**src/nof_pkg.sv**
```systemverilog
// Package for the MIDI note octave fold block: payload structs, message kind codes,
// queue entry and control structs shared by the front, back and top level.
// Depends on nothing.
package nof_pkg;

  localparam int unsigned NUM_NOTES    = 128;
  localparam int unsigned NUM_CHANNELS = 16;
  localparam int unsigned MAP_DEPTH    = NUM_NOTES * NUM_CHANNELS;
  localparam int unsigned MAP_AW       = $clog2(MAP_DEPTH);
  localparam int unsigned CHAN_BITS    = $clog2(NUM_CHANNELS);

  // Upper nibble of the status byte.
  localparam logic [3:0] KIND_NOTE_OFF      = 4'h8;
  localparam logic [3:0] KIND_NOTE_ON       = 4'h9;
  localparam logic [3:0] KIND_POLY_PRESSURE = 4'hA;

  // Listen channel code meaning every channel (-1 in five bits).
  localparam logic [4:0] LISTEN_ALL = 5'h1F;

  // One octave in note steps.
  localparam logic signed [8:0] OCTAVE = 9'sd12;

  // Configuration register indexes.
  typedef enum logic [1:0] {
    REG_LOW_NOTE  = 2'd0,
    REG_HIGH_NOTE = 2'd1,
    REG_LISTEN    = 2'd2
  } nof_reg_e;

  // What the back end has to do with a queued message.
  typedef enum logic [1:0] {
    OP_PASS,
    OP_FOLD_ON,
    OP_FOLD_PP,
    OP_NOTE_OFF
  } nof_op_e;

  typedef struct packed {
    logic [7:0] status_byte;
    logic [6:0] note_byte;
    logic [6:0] value_byte;
  } nof_in_t;

  typedef struct packed {
    logic [7:0] out_status;
    logic [7:0] out_note;
    logic [6:0] out_value;
  } nof_out_t;

  typedef struct packed {
    nof_in_t msg;
    nof_op_e op;
  } nof_entry_t;

  typedef struct packed {
    logic [6:0] low_note;
    logic [6:0] high_note;
    logic [4:0] listen_channel;
  } nof_cfg_t;

  // Control from the back end towards the front end.
  typedef struct packed {
    logic clearing;
    logic pop;
  } nof_ctl_t;

endpackage

```
**src/nof_front.sv**
```systemverilog
// Front end: classifies each incoming message and holds it in a short queue.
// Depends on nof_pkg.
module nof_front #(
  parameter int unsigned QueueDepth = 2
) (
  input  logic                clk_i,
  input  logic                rst_ni,
  input  logic                in_valid_i,
  output logic                in_stall_o,
  input  nof_pkg::nof_in_t    in_data_i,
  input  logic [4:0]          listen_channel_i,
  input  nof_pkg::nof_ctl_t   ctl_i,
  output logic                head_valid_o,
  output nof_pkg::nof_entry_t head_o
);

  localparam int unsigned PtrW = $clog2(QueueDepth);
  localparam int unsigned CntW = $clog2(QueueDepth + 1);

  nof_pkg::nof_entry_t entry_q [QueueDepth];
  logic [PtrW-1:0] wr_ptr_q, wr_ptr_d, rd_ptr_q, rd_ptr_d;
  logic [CntW-1:0] count_q, count_d;

  logic [3:0] kind, chan;
  logic       is_on, is_off, is_pp, match;
  logic       push;
  nof_pkg::nof_op_e op;

  // Classify the message; a zero-velocity note-on counts as a note-off.
  always_comb begin
    kind   = in_data_i.status_byte[7:4];
    chan   = in_data_i.status_byte[3:0];
    is_on  = (kind == nof_pkg::KIND_NOTE_ON) && (in_data_i.value_byte != 7'd0);
    is_off = (kind == nof_pkg::KIND_NOTE_OFF) ||
             ((kind == nof_pkg::KIND_NOTE_ON) && (in_data_i.value_byte == 7'd0));
    is_pp  = (kind == nof_pkg::KIND_POLY_PRESSURE);
    match  = (listen_channel_i == nof_pkg::LISTEN_ALL) ||
             (!listen_channel_i[4] && (listen_channel_i[3:0] == chan));
    if (!match) begin
      op = nof_pkg::OP_PASS;
    end else if (is_on) begin
      op = nof_pkg::OP_FOLD_ON;
    end else if (is_pp) begin
      op = nof_pkg::OP_FOLD_PP;
    end else if (is_off) begin
      op = nof_pkg::OP_NOTE_OFF;
    end else begin
      op = nof_pkg::OP_PASS;
    end
  end

  // Input is held off while the queue is full or the map is being cleared.
  assign in_stall_o   = (count_q == CntW'(QueueDepth)) || ctl_i.clearing;
  assign push         = in_valid_i && !in_stall_o;
  assign head_valid_o = (count_q != '0);
  assign head_o       = entry_q[rd_ptr_q];

  // Queue pointers and fill count.
  always_comb begin
    wr_ptr_d = wr_ptr_q;
    rd_ptr_d = rd_ptr_q;
    count_d  = count_q;
    if (push) begin
      wr_ptr_d = (wr_ptr_q == PtrW'(QueueDepth - 1)) ? '0 : wr_ptr_q + PtrW'(1);
    end
    if (ctl_i.pop) begin
      rd_ptr_d = (rd_ptr_q == PtrW'(QueueDepth - 1)) ? '0 : rd_ptr_q + PtrW'(1);
    end
    if (push && !ctl_i.pop) begin
      count_d = count_q + CntW'(1);
    end else if (!push && ctl_i.pop) begin
      count_d = count_q - CntW'(1);
    end
  end

  always_ff @(posedge clk_i or negedge rst_ni) begin
    if (!rst_ni) begin
      wr_ptr_q <= '0;
      rd_ptr_q <= '0;
      count_q  <= '0;
    end else begin
      wr_ptr_q <= wr_ptr_d;
      rd_ptr_q <= rd_ptr_d;
      count_q  <= count_d;
    end
  end

  // Queue storage.
  always_ff @(posedge clk_i) begin
    if (push) begin
      entry_q[wr_ptr_q] <= '{msg: in_data_i, op: op};
    end
  end

endmodule

```
**config.mk**
```make
export PLATFORM = sky130hd
export DESIGN_NAME = nof_front
export DESIGN_NICKNAME = d
export VERILOG_FILES = /design/src/nof_pkg.sv /design/src/nof_front.sv
export SDC_FILE = /design/constraint.sdc
export NUM_CORES = 1
export LEC_CHECK = 0
export BUFFER_PORTS_ARGS = -buffer_cell sky130_fd_sc_hd__buf_2
export CAP_MARGIN = 20
export CORE_MARGIN = 8
export CORE_UTILIZATION = 51
export CTS_BUF_LIST = sky130_fd_sc_hd__clkbuf_8 sky130_fd_sc_hd__clkbuf_16
export DETAILED_ROUTE_END_ITERATION = 7
export PLACE_DENSITY = 0.78
export SYNTH_ARGS = -nofsm -noshare
export SYNTH_HDL_FRONTEND = slang
export SYNTH_SLANG_ARGS = --single-unit
```
**constraint.sdc**
```tcl
create_clock -name clk_i -period 2.9 [get_ports clk_i]
set_input_delay 0 -clock clk_i [delete_from_list [all_inputs] [get_ports clk_i]]
set_output_delay 0 -clock clk_i [all_outputs]
set_load 0.05 [all_outputs]
```
==> results of run 1 <==
-- cells by family after synthesis --
logic type               synth area share (%)
AO/OA/AOI/OAI                            1.57
flip-flops                               71.4
adder cells (fa/ha/maj)                 0.580
multiplexers                             15.8
XOR/XNOR                                 3.65
buffers and inverters                    3.07
AND/OR/NAND/NOR                          3.88
-- sequential cells by signal, summed over array words and instances (netlist names) --
| signal | count |
|---|---|
| rd_ptr_q | 1 |
| entry_q | 48 |
| count_q | 2 |
| wr_ptr_q | 1 |
-- layout make-up --
cell class | instances | area, um^2
Clock buffer | 5 | 68.8
Clock inverter | 3 | 42.5
Fill cell | 267 | 1200
Inverter | 4 | 15.0
Multi-Input combinational cell | 51 | 553
Sequential cell | 52 | 1540
Tap cell | 50 | 62.6
Timing Repair Buffer | 84 | 548
-- critical path, delay by kind of cell (launching register included) --
| kind | cells | cell delay, ns |
|---|---|---|
| muxes | 1 | 0.39 |
| DFF | 1 | 0.38 |
| buffers and inverters | 2 | 0.60 |
-- stage by stage --
step                      instance area (um^2)  hold slack (ns)
final                                     2830          0.00502
after global routing                      2830           0.0221
after CTS                                 2830          0.00494
after detailed placement                  2480           -0.189
after global placement                    2480           -0.193
after floorplan                           2160           -0.296
-- power breakdown --
group	internal [uW]	switching, uW	total, uW	leakage [uW]
Combinational	380	750	1130	0.000607
Clock	255	221	476	0.0000541
Sequential	944	52.4	997	0.000483
-- synth_stat cells --
library cell / instances / area [um^2]
nor4_1: 2 / 12.5
buf_6: 1 / 11.3
edfxtp_1: 48 / 1440
inv_1: 3 / 11.3
dfrtp_1: 4 / 100
buf_12: 2 / 40.0
mux2_2: 5 / 56.3
a21oi_2: 2 / 17.5
nand2_2: 1 / 6.26
or2_2: 1 / 6.26
nand2_1: 2 / 7.51
xnor2_1: 5 / 43.8
nand3_1: 1 / 5.00
and3_1: 1 / 6.26
xor2_1: 4 / 35.0
mux2_4: 19 / 285
inv_2: 1 / 3.75
nor2_1: 3 / 11.3
nand2b_4: 1 / 13.8
nor3_1: 1 / 5.00
a41oi_2: 1 / 16.3
nor3_2: 1 / 10.0
ha_1: 1 / 12.5
-- layer usage --
layer | up-vias | wire length [um]
li1 | 587 | -
met1 | 600 | 1440
met2 | 35 | 2440
met3 | 6 | 213
met4 | 0 | 44
met5 | - | 0
-- worst max path at each step --
stage | cells after the start | end | startpoint
floorplan | 4 | entry_q[0][0]$_DFFE_PP_ | count_q[0]$_DFFE_PN0P_
global placement | 5 | entry_q[0][12]$_DFFE_PP_ | count_q[0]$_DFFE_PN0P_
detailed placement | 5 | entry_q[0][14]$_DFFE_PP_ | count_q[0]$_DFFE_PN0P_
CTS | 3 | head_o[0] | rd_ptr_q$_DFFE_PN0P_
global route | 3 | head_o[0] | rd_ptr_q$_DFFE_PN0P_
finish | 3 | head_o[12] | rd_ptr_q$_DFFE_PN0P_
==> impl_metrics.yaml, run 1 <==
status:
  status: "finished, final reports clean"
routing:
  avgViaCountPerCell: 4.93
  vias: 1228
  drt_wl_total_mm: 4.14
  wl_per_cell_um: 16.6
  drc: 0
  detail-route-antenna-nets: 0
  firstDrtPassIters: 5
  drt_first_iter_violations: 48
timing:
  tns_ns: 0
  timing_hold_violations_final: 0
  final_max_slew_viol_count: 0
  tightest_slew_ns: 0.411
  max_freq_mhz: 598
  relSlewSlack_pct: 72.6
  final.setup_skew_ns: 0.00260
  rsz0062_at_grt: "false"
  finalCritPeriodShare_pct: 57.7
  setup_slack_ns: 1.23
  finalSetupViolCount: 0
  layout_min_cycle_time_ns: 1.67
global_route:
  grt_use_met1_pct: 12.3
  grt_first_pass_wirelength_mm: 6.38
  grt_antenna_before_repair: 0
  grt_max_degree: 25
  track_usage_pct: 13.0
  grt_use_met3_pct: 4.08
  top_usage_layer: "met2"
  met2_usage_pct: 25.4
  grt-ovfl-total: 0
  grt_pass1_vias: 1357
setup_path:
  path_max_fanout: 24
  crit_path_end_kind: "output port"
  crit_chain: "buf_4 > mux2_2 > buf_2"
  cpMaxStageDelayCell: "buf_4"
  r2r_cells: 5
  path_class: "reg2out"
  required_ns: 2.90
  startpoint_type: "flip-flop"
  cp.arrival_ns: 1.67
  timing.rr.start: "count_q[0]$_DFFE_PN0P_"
  rr_endpoint: "entry_q[0][22]$_DFFE_PP_"
  worst-r2r-setup-slack_ns: 1.35
  slowest_delay_ns: 0.39
place:
  dpl.hpwl_mm: 2.82
  port_buffers: 57
  pre_cts_ws_ns: 1.38
  placedCellCount: 217
  place_congestion: 0.744
floorplan:
  initial_core_util_pct: 53.6
  dieArea_um2: 6570
  core_um2: 4030
  ios: 58
  die_w_um: 81.1
  die_y_um: 81.1
  row_count: 23
cts:
  cts-buffers-inserted: 5
  cts.sinks: 52
  clock_latency_ns: 0.30
  htreeDepth: 2
  cts_hold_buf: 24
  ctsResizeCount: 0
  cts_tree: "yes"
  clkTransAtPathRegs_ns: 0.09
  cts_root_buf: "clkbuf_8"
  clockBufferDepth: 2
  cts_setup_buffers: 0
synth:
  yosysWarnings: 0
  synthCells: 110
  syn_avg_cell_area_um2: 19.6
  synth_area_um2: 2160
  yosysUniqueCellTypes: 23
  synth-seq-area-share_pct: 71.4
  synth-seq-cells: 52
  syn_nets: 143
min_path:
  whs_path_depth: 3
  min_to: "wr_ptr_q$_DFFE_PN0N_"
  hold_path.class: "in2reg"
  min_from: "in_valid_i"
layout:
  final_common_cell: "buf_2"
  diodes: 0
  instances_no_fill: 249
  final_util_pct: 70.3
  layout_common_cells: "buf_2, edfxtp_1, dlygate4sd3_1"
  synthToLayoutAreaGrowth_pct: 31.2
  finalNetCount: 231
  drive_above_1_share_pct: 50.8
run:
  maxCapViolCount: 0
power_and_ir_drop:
  cellLeakagePower_uw: 0.00114
  power_density_nw_per_um2: 919
  ir_drop_uv: 737
  power_uw: 2600
(Power assumes the default switching activity.)
==> inputs of run 2 (changes only) <==
Settings changed: ABC_AREA from default to 1.
Clock period 2.9 ns to 1.7 ns, I/O delays scaled along.
==> run 2 against run 1 <==
  * Clock skew grew 0.0029 ns
  * Critical path depth grew 5
  * First-iteration DRC count grew 100%
  * Non-clock buffer count grew 4
  * Cell area grew 1.4%
  * Critical path type is now reg2reg
  * Sequential power grew 68%
  * Routed wire length grew 9.0%
  * Via count grew 9.2%
==> impl_metrics.yaml, run 2 <==
status:
  status: "finished, final reports clean"
synth:
  synth_top_area_share_pct: 66.4
  ys.flop_type: "edfxtp_1"
  yosysWarnings: 0
  synthTopCellsByCount: "edfxtp_1, mux2_4, nand2_1, inv_1, nor2_1"
  synthCells: 128
  yosysTopAreaCell: "edfxtp_1"
  synthTopCellsByArea: "edfxtp_1, mux2_4, dfrtp_1, mux2_2, nand2_1"
  synth.most_common_cell: "edfxtp_1"
  syn_avg_cell_area_um2: 17.0
  syn_nets: 161
  synthArstFlopShare_pct: 7.69
  synth_area_um2: 2170
  synth-seq-area-share_pct: 71.0
  synth-seq-cells: 52
  yosysUniqueCellTypes: 17
  synth_edf_count: 48
global_route:
  grt_first_pass_wirelength_mm: 6.92
  grt_max_degree: 16
  grt_antenna_before_repair: 0
  track_usage_pct: 14.0
  grt_pass1_vias: 1523
  grt-ovfl-total: 0
routing:
  met1_length_mm: 1.54
  detail-route-antenna-nets: 0
  firstDrtPassIters: 4
  avgViaCountPerCell: 4.95
  wl_per_cell_um: 16.7
  drc: 0
  wl_met3_um: 272
  vias: 1341
  route.met2.wl_mm: 2.59
  drt_first_iter_violations: 97
  dr.max_layer_used: "met4"
  drt_wl_total_mm: 4.51
setup_path:
  timing.rr.start: "count_q[0]$_DFFE_PN0P_"
  crit_path_end_kind: "flip-flop"
  path_max_fanout: 4
  startpoint_type: "flip-flop"
  r2r_cells: 8
  path_class: "reg2reg"
  required_ns: 1.88
  worst-r2r-setup-slack_ns: 0.13
  rr_endpoint: "count_q[1]$_DFFE_PN0P_"
  cp.arrival_ns: 1.75
layout:
  instances_no_fill: 271
  largest_reg_flops: 48
  regMostFlops: "entry_q"
  diodes: 0
  layout_common_cells: "buf_2, edfxtp_1, dlygate4sd3_1"
  drive_above_1_share_pct: 43.4
  final_common_cell: "buf_2"
  finalNetCount: 253
  largestRegisters: "entry_q (48), count_q (2)"
  synthToLayoutAreaGrowth_pct: 32.3
timing:
  finalCritPeriodShare_pct: 92.6
  final.setup_skew_ns: 0.00554
  layout_min_cycle_time_ns: 1.57
  tightest_slew_ns: 0.258
  final_max_slew_viol_count: 0
  finalSetupViolCount: 0
  max_freq_mhz: 636
  timing_hold_violations_final: 0
  relSlewSlack_pct: 82.7
  rsz0062_at_grt: "false"
place:
  port_buffers: 57
  placedCellCount: 239
  dpl.hpwl_mm: 3.18
  place_congestion: 0.707
power_and_ir_drop:
  sw_frac_of_total_pct: 39.4
  p_switching_uw: 1750
  power_density_nw_per_um2: 1550
  comb_power_share_pct: 44.4
  ir_drop_uv: 1110
  power_uw: 4450
  pwr-share-clk_pct: 18.0
  cellLeakagePower_uw: 0.00122
  p_int_uw: 2700
  seqPwrFrac_pct: 37.5
min_path:
  hold_path.class: "in2async"
cts:
  clkTransAtPathRegs_ns: 0.08
  cts_root_buf: "clkbuf_8"
  clock_latency_ns: 0.30
  cts_setup_buffers: 0
  cts_tree: "yes"
  htreeDepth: 2
  cts.sinks: 52
  cts-buffers-inserted: 5
  clockBufferDepth: 2
floorplan:
  row_count: 23
  initial_core_util_pct: 53.5
  ios: 58
  core_um2: 4060
  die_y_um: 81.2
  dieArea_um2: 6600
  die_w_um: 81.2
run:
  maxCapViolCount: 0
-- run 2: cells by family (layout without fill, tap and decap cells) --
family	Yosys count	after routing	synth area share, %
simple gates	25	25	4.50
xor+xnor	6	6	2.42
compound gates	6	6	1.50
fa+ha+maj	1	1	0.576
mux	24	24	15.7
buf+inv	14	107	4.27
flops	52	52	71.0
-- run 2: worst max-delay path by stage --
stage | start | endpoint | cells past startpoint
after floorplan | count_q[0]$_DFFE_PN0P_ | entry_q[0][0]$_DFFE_PP_ | 4
after global placement | count_q[0]$_DFFE_PN0P_ | count_q[1]$_DFFE_PN0P_ | 8
after detailed placement | count_q[0]$_DFFE_PN0P_ | count_q[1]$_DFFE_PN0P_ | 8
after CTS | count_q[0]$_DFFE_PN0P_ | count_q[1]$_DFFE_PN0P_ | 8
after global routing | count_q[0]$_DFFE_PN0P_ | count_q[1]$_DFFE_PN0P_ | 8
final | count_q[0]$_DFFE_PN0P_ | count_q[1]$_DFFE_PN0P_ | 8
-- run 2: power groups by stage --
stage / clock network (uW) / logic [uW] / registers, uW
floorplan: 0 / 1650 / 1680
global placement: 0 / 1910 / 1680
detailed placement: 0 / 1950 / 1700
CTS: 817 / 2000 / 1670
global route: 874 / 2060 / 1680
finish: 803 / 1980 / 1670
-- run 2: layout make-up --
cell class	instances	area [um^2]
repair buffers	88	578
flip-flops and latches	52	1540
multi-input cells	62	542
fillers	253	1190
inverters	11	41.3
clock buffers	5	68.8
well taps	50	62.6
clock inverters	3	37.5
-- run 2: repair_timing --
item | in CTS | in global routing
gates resized for setup | 0 | 0
hold endpoints to repair | 49 | 0
hold buffers | 24 | 0
-- run 2: per-stage QoR --
step	setup TNS, ns	instance area (um^2)	utilization, %	setup WS, ns	hold slack [ns]
final	0	2870	70.8	0.127	0.0380
after CTS	0	2870	70.8	0.155	0.0302
after global routing	0	2870	70.8	0.0273	0.0284
after floorplan	-17.27	2170	-	-0.360	-0.296
after detailed placement	0	2520	62.2	0.164	-0.190
after global placement	0	2520	62.2	0.268	-0.193
-- run 2: worst max-delay path: stages (launching register included) --
cell	delay, ns
dfrtp_1	0.40
inv_1	0.11
nand2_1	0.08
nand3_1	0.11
inv_1	0.07
ha_1	0.31
a21oi_1	0.12
o21ai_0	0.12
xor2_1	0.15
-- run 2: metal layers --
metal	vias to the layer above	track usage (%)
met1	648	13.0
met5	-	0
li1	639	-
met4	0	7.86
met2	44	26.9
met3	10	3.53
==> inputs of run 3 (changes only) <==
Settings changed: CORE_UTILIZATION 51 to 55, PLACE_DENSITY 0.78 to 0.83.
Clock period 1.7 ns to 1.9 ns, I/O delays scaled along.
==> run 3 against run 2 <==
  * Sequential share of layout area increased by 0.26 points
  * Clock skew hardly changed
  * Cell area is 0.48% lower
  * Combinational power decreased by 12%
  * Critical path depth unchanged
  * Cell count decreased by 0.74%
  * First-iteration DRC count is 3.1% higher
  * Die area down 5.9%
  * Global-route usage up 0.19 points
  * Setup slack improved by 0.11 ns
  * Via count is 0.75% lower
  * Total power down 13%
  * Critical endpoint unchanged
  * Largest power group unchanged
  * Highest routed layer unchanged
==> impl_metrics.yaml, run 3 (synthesis results as in run 2) <==
status:
  status: "finished, final reports clean"
floorplan:
  die_y_um: 78.8
  die_w_um: 78.8
  initial_core_util_pct: 55.9
  dieArea_um2: 6210
  row_count: 23
  ios: 58
  core_um2: 3880
setup_path:
  startpoint_type: "flip-flop"
  endpoint: "count_q[1]$_DFFE_PN0P_"
  path_class: "reg2reg"
  cpMaxStageDelayCell: "dfrtp_1"
  crit_path_end_kind: "flip-flop"
  rr_endpoint: "count_q[1]$_DFFE_PN0P_"
  cp.arrival_ns: 1.85
  path_max_fanout: 4
  r2r_cells: 8
  startpoint: "count_q[0]$_DFFE_PN0P_"
  timing.rr.start: "count_q[0]$_DFFE_PN0P_"
  crit_chain: "inv_1 > nand2_1 > nand3_1 > inv_1 > ha_1 > a21oi_1 > o21ai_0 > xor2_1"
  slowest_delay_ns: 0.41
  cp_common_cell: "inv_1"
  required_ns: 2.09
  worst-r2r-setup-slack_ns: 0.24
timing:
  hold_ws_ns: 0.0289
  final.setup_skew_ns: 0.00552
  tightest_slew_ns: 0.262
  relSlewSlack_pct: 82.5
  final_max_slew_viol_count: 0
  finalSetupViolCount: 0
  max_freq_mhz: 602
  layout_min_cycle_time_ns: 1.66
  tns_ns: 0
  rsz0062_at_grt: "false"
  timing_hold_violations_final: 0
  finalCritPeriodShare_pct: 87.4
place:
  dpl.hpwl_mm: 2.88
  port_buffers: 57
  place_congestion: 0.719
power_and_ir_drop:
  sw_frac_of_total_pct: 40.7
  p_switching_uw: 1590
  p_int_uw: 2310
  comb_power_share_pct: 44.9
  ir_drop_uv: 859
  seqPwrFrac_pct: 38.8
  cellLeakagePower_uw: 0.00121
  power_uw: 3890
  power_density_nw_per_um2: 1360
  pwr-share-clk_pct: 16.3
cts:
  cts.sinks: 52
  cts_root_buf: "clkbuf_8"
  htreeDepth: 2
  clkTransAtPathRegs_ns: 0.09
  clock_latency_ns: 0.31
  cts_tree: "yes"
  cts-buffers-inserted: 5
  clockBufferDepth: 2
global_route:
  grt_first_pass_wirelength_mm: 6.77
  top_usage_layer: "met2"
  grt_max_degree: 22
  grt-ovfl-total: 0
  track_usage_pct: 14.2
  grt_use_met1_pct: 15.2
  grt_use_met3_pct: 4.18
  grt_antenna_before_repair: 0
  grt_pass1_vias: 1479
  met2_usage_pct: 24.5
layout:
  final-seq-area_um2: 1540
  n_fill_cell: 259
  multiInputGateArea_um2: 542
  layout_common_cells: "buf_2, edfxtp_1, dlygate4sd3_1"
  drive_above_1_share_pct: 43.8
  final_common_cell: "buf_2"
  diodes: 0
  synthToLayoutAreaGrowth_pct: 31.6
  regMostFlops: "entry_q"
  final_util_pct: 73.6
  largestRegisters: "entry_q (48), count_q (2)"
  largest_reg_flops: 48
  finalNetCount: 251
routing:
  drt_first_iter_violations: 100
  vias: 1331
  drc: 0
  firstDrtPassIters: 4
  wl_per_cell_um: 15.7
  avgViaCountPerCell: 4.95
  drt_wl_total_mm: 4.23
  detail-route-antenna-nets: 0
run:
  maxCapViolCount: 0
min_path:
  hold_path.class: "in2async"
run 3: changes by cell type in the layout (fill, tap and decap cells not counted):
cell / change
buf_4: -3
clkinv_1: -2
bufinv_16: -1
clkinv_4: +2
buf_12: +1
inv_6: +1
run 3: per-stage QoR:
step	cell area, um^2	setup WS, ns	cells
after floorplan	2170	-0.160	128
after global placement	2520	0.328	237
after detailed placement	2520	0.250	237
after CTS	2860	0.230	269
after global routing	2860	0.145	269
final	2860	0.240	269
run 3: how the worst min path moves through the flow:
stage,start,end,slack [ns]
after floorplan,rst_ni,count_q[0]$_DFFE_PN0P_,-0.30
after global placement,rst_ni,count_q[0]$_DFFE_PN0P_,-0.19
after detailed placement,rst_ni,count_q[0]$_DFFE_PN0P_,-0.19
after CTS,rst_ni,count_q[0]$_DFFE_PN0P_,0.01
after global routing,rst_ni,count_q[0]$_DFFE_PN0P_,0.03
final,rst_ni,count_q[0]$_DFFE_PN0P_,0.03
run 3: area by class of cell:
cell class	count	share of cell area (%)
Clock buffer	5	2.41
Clock inverter	3	0.919
Inverter	11	1.44
Multi-Input combinational cell	62	19.0
Sequential cell	52	53.9
Tap cell	50	2.19
Timing Repair Buffer	86	20.1
run 3: what timing repair did:
| item | in CTS | in global routing |
|---|---|---|
| hold buffers | 24 | 0 |
| endpoints found under the hold margin | 49 | 0 |
| setup buffers | 0 | 0 |
| resized for setup | 0 | 0 |
| endpoints found under the setup margin | 0 | 0 |
run 3: layer usage:
layer  wire [um]  share of wire (%)
met4          99                2.3
met1        1600                 38
met2        2290                 54
met5           0                  0
met3         247                5.8
run 3: power by group through the flow:
stage                     sequential (uW)  combinational, uW  clock, uW
after detailed placement             1540               1720          0
after CTS                            1510               1770        642
after global routing                 1520               1840        694
after floorplan                      1500               1480          0
final                                1510               1750        635
after global placement               1530               1700          0
run 3: worst max-delay path, delay by kind of cell, from the launching register on:
| family | cells | cell delay, ns |
|---|---|---|
| AOI/OAI and AO/OA | 2 | 0.24 |
| xor gates and xnor gates | 1 | 0.16 |
| adders and majority gates | 1 | 0.31 |
| buffers and inverters | 2 | 0.17 |
| DFF | 1 | 0.41 |
| and+or+nand+nor | 2 | 0.26 |
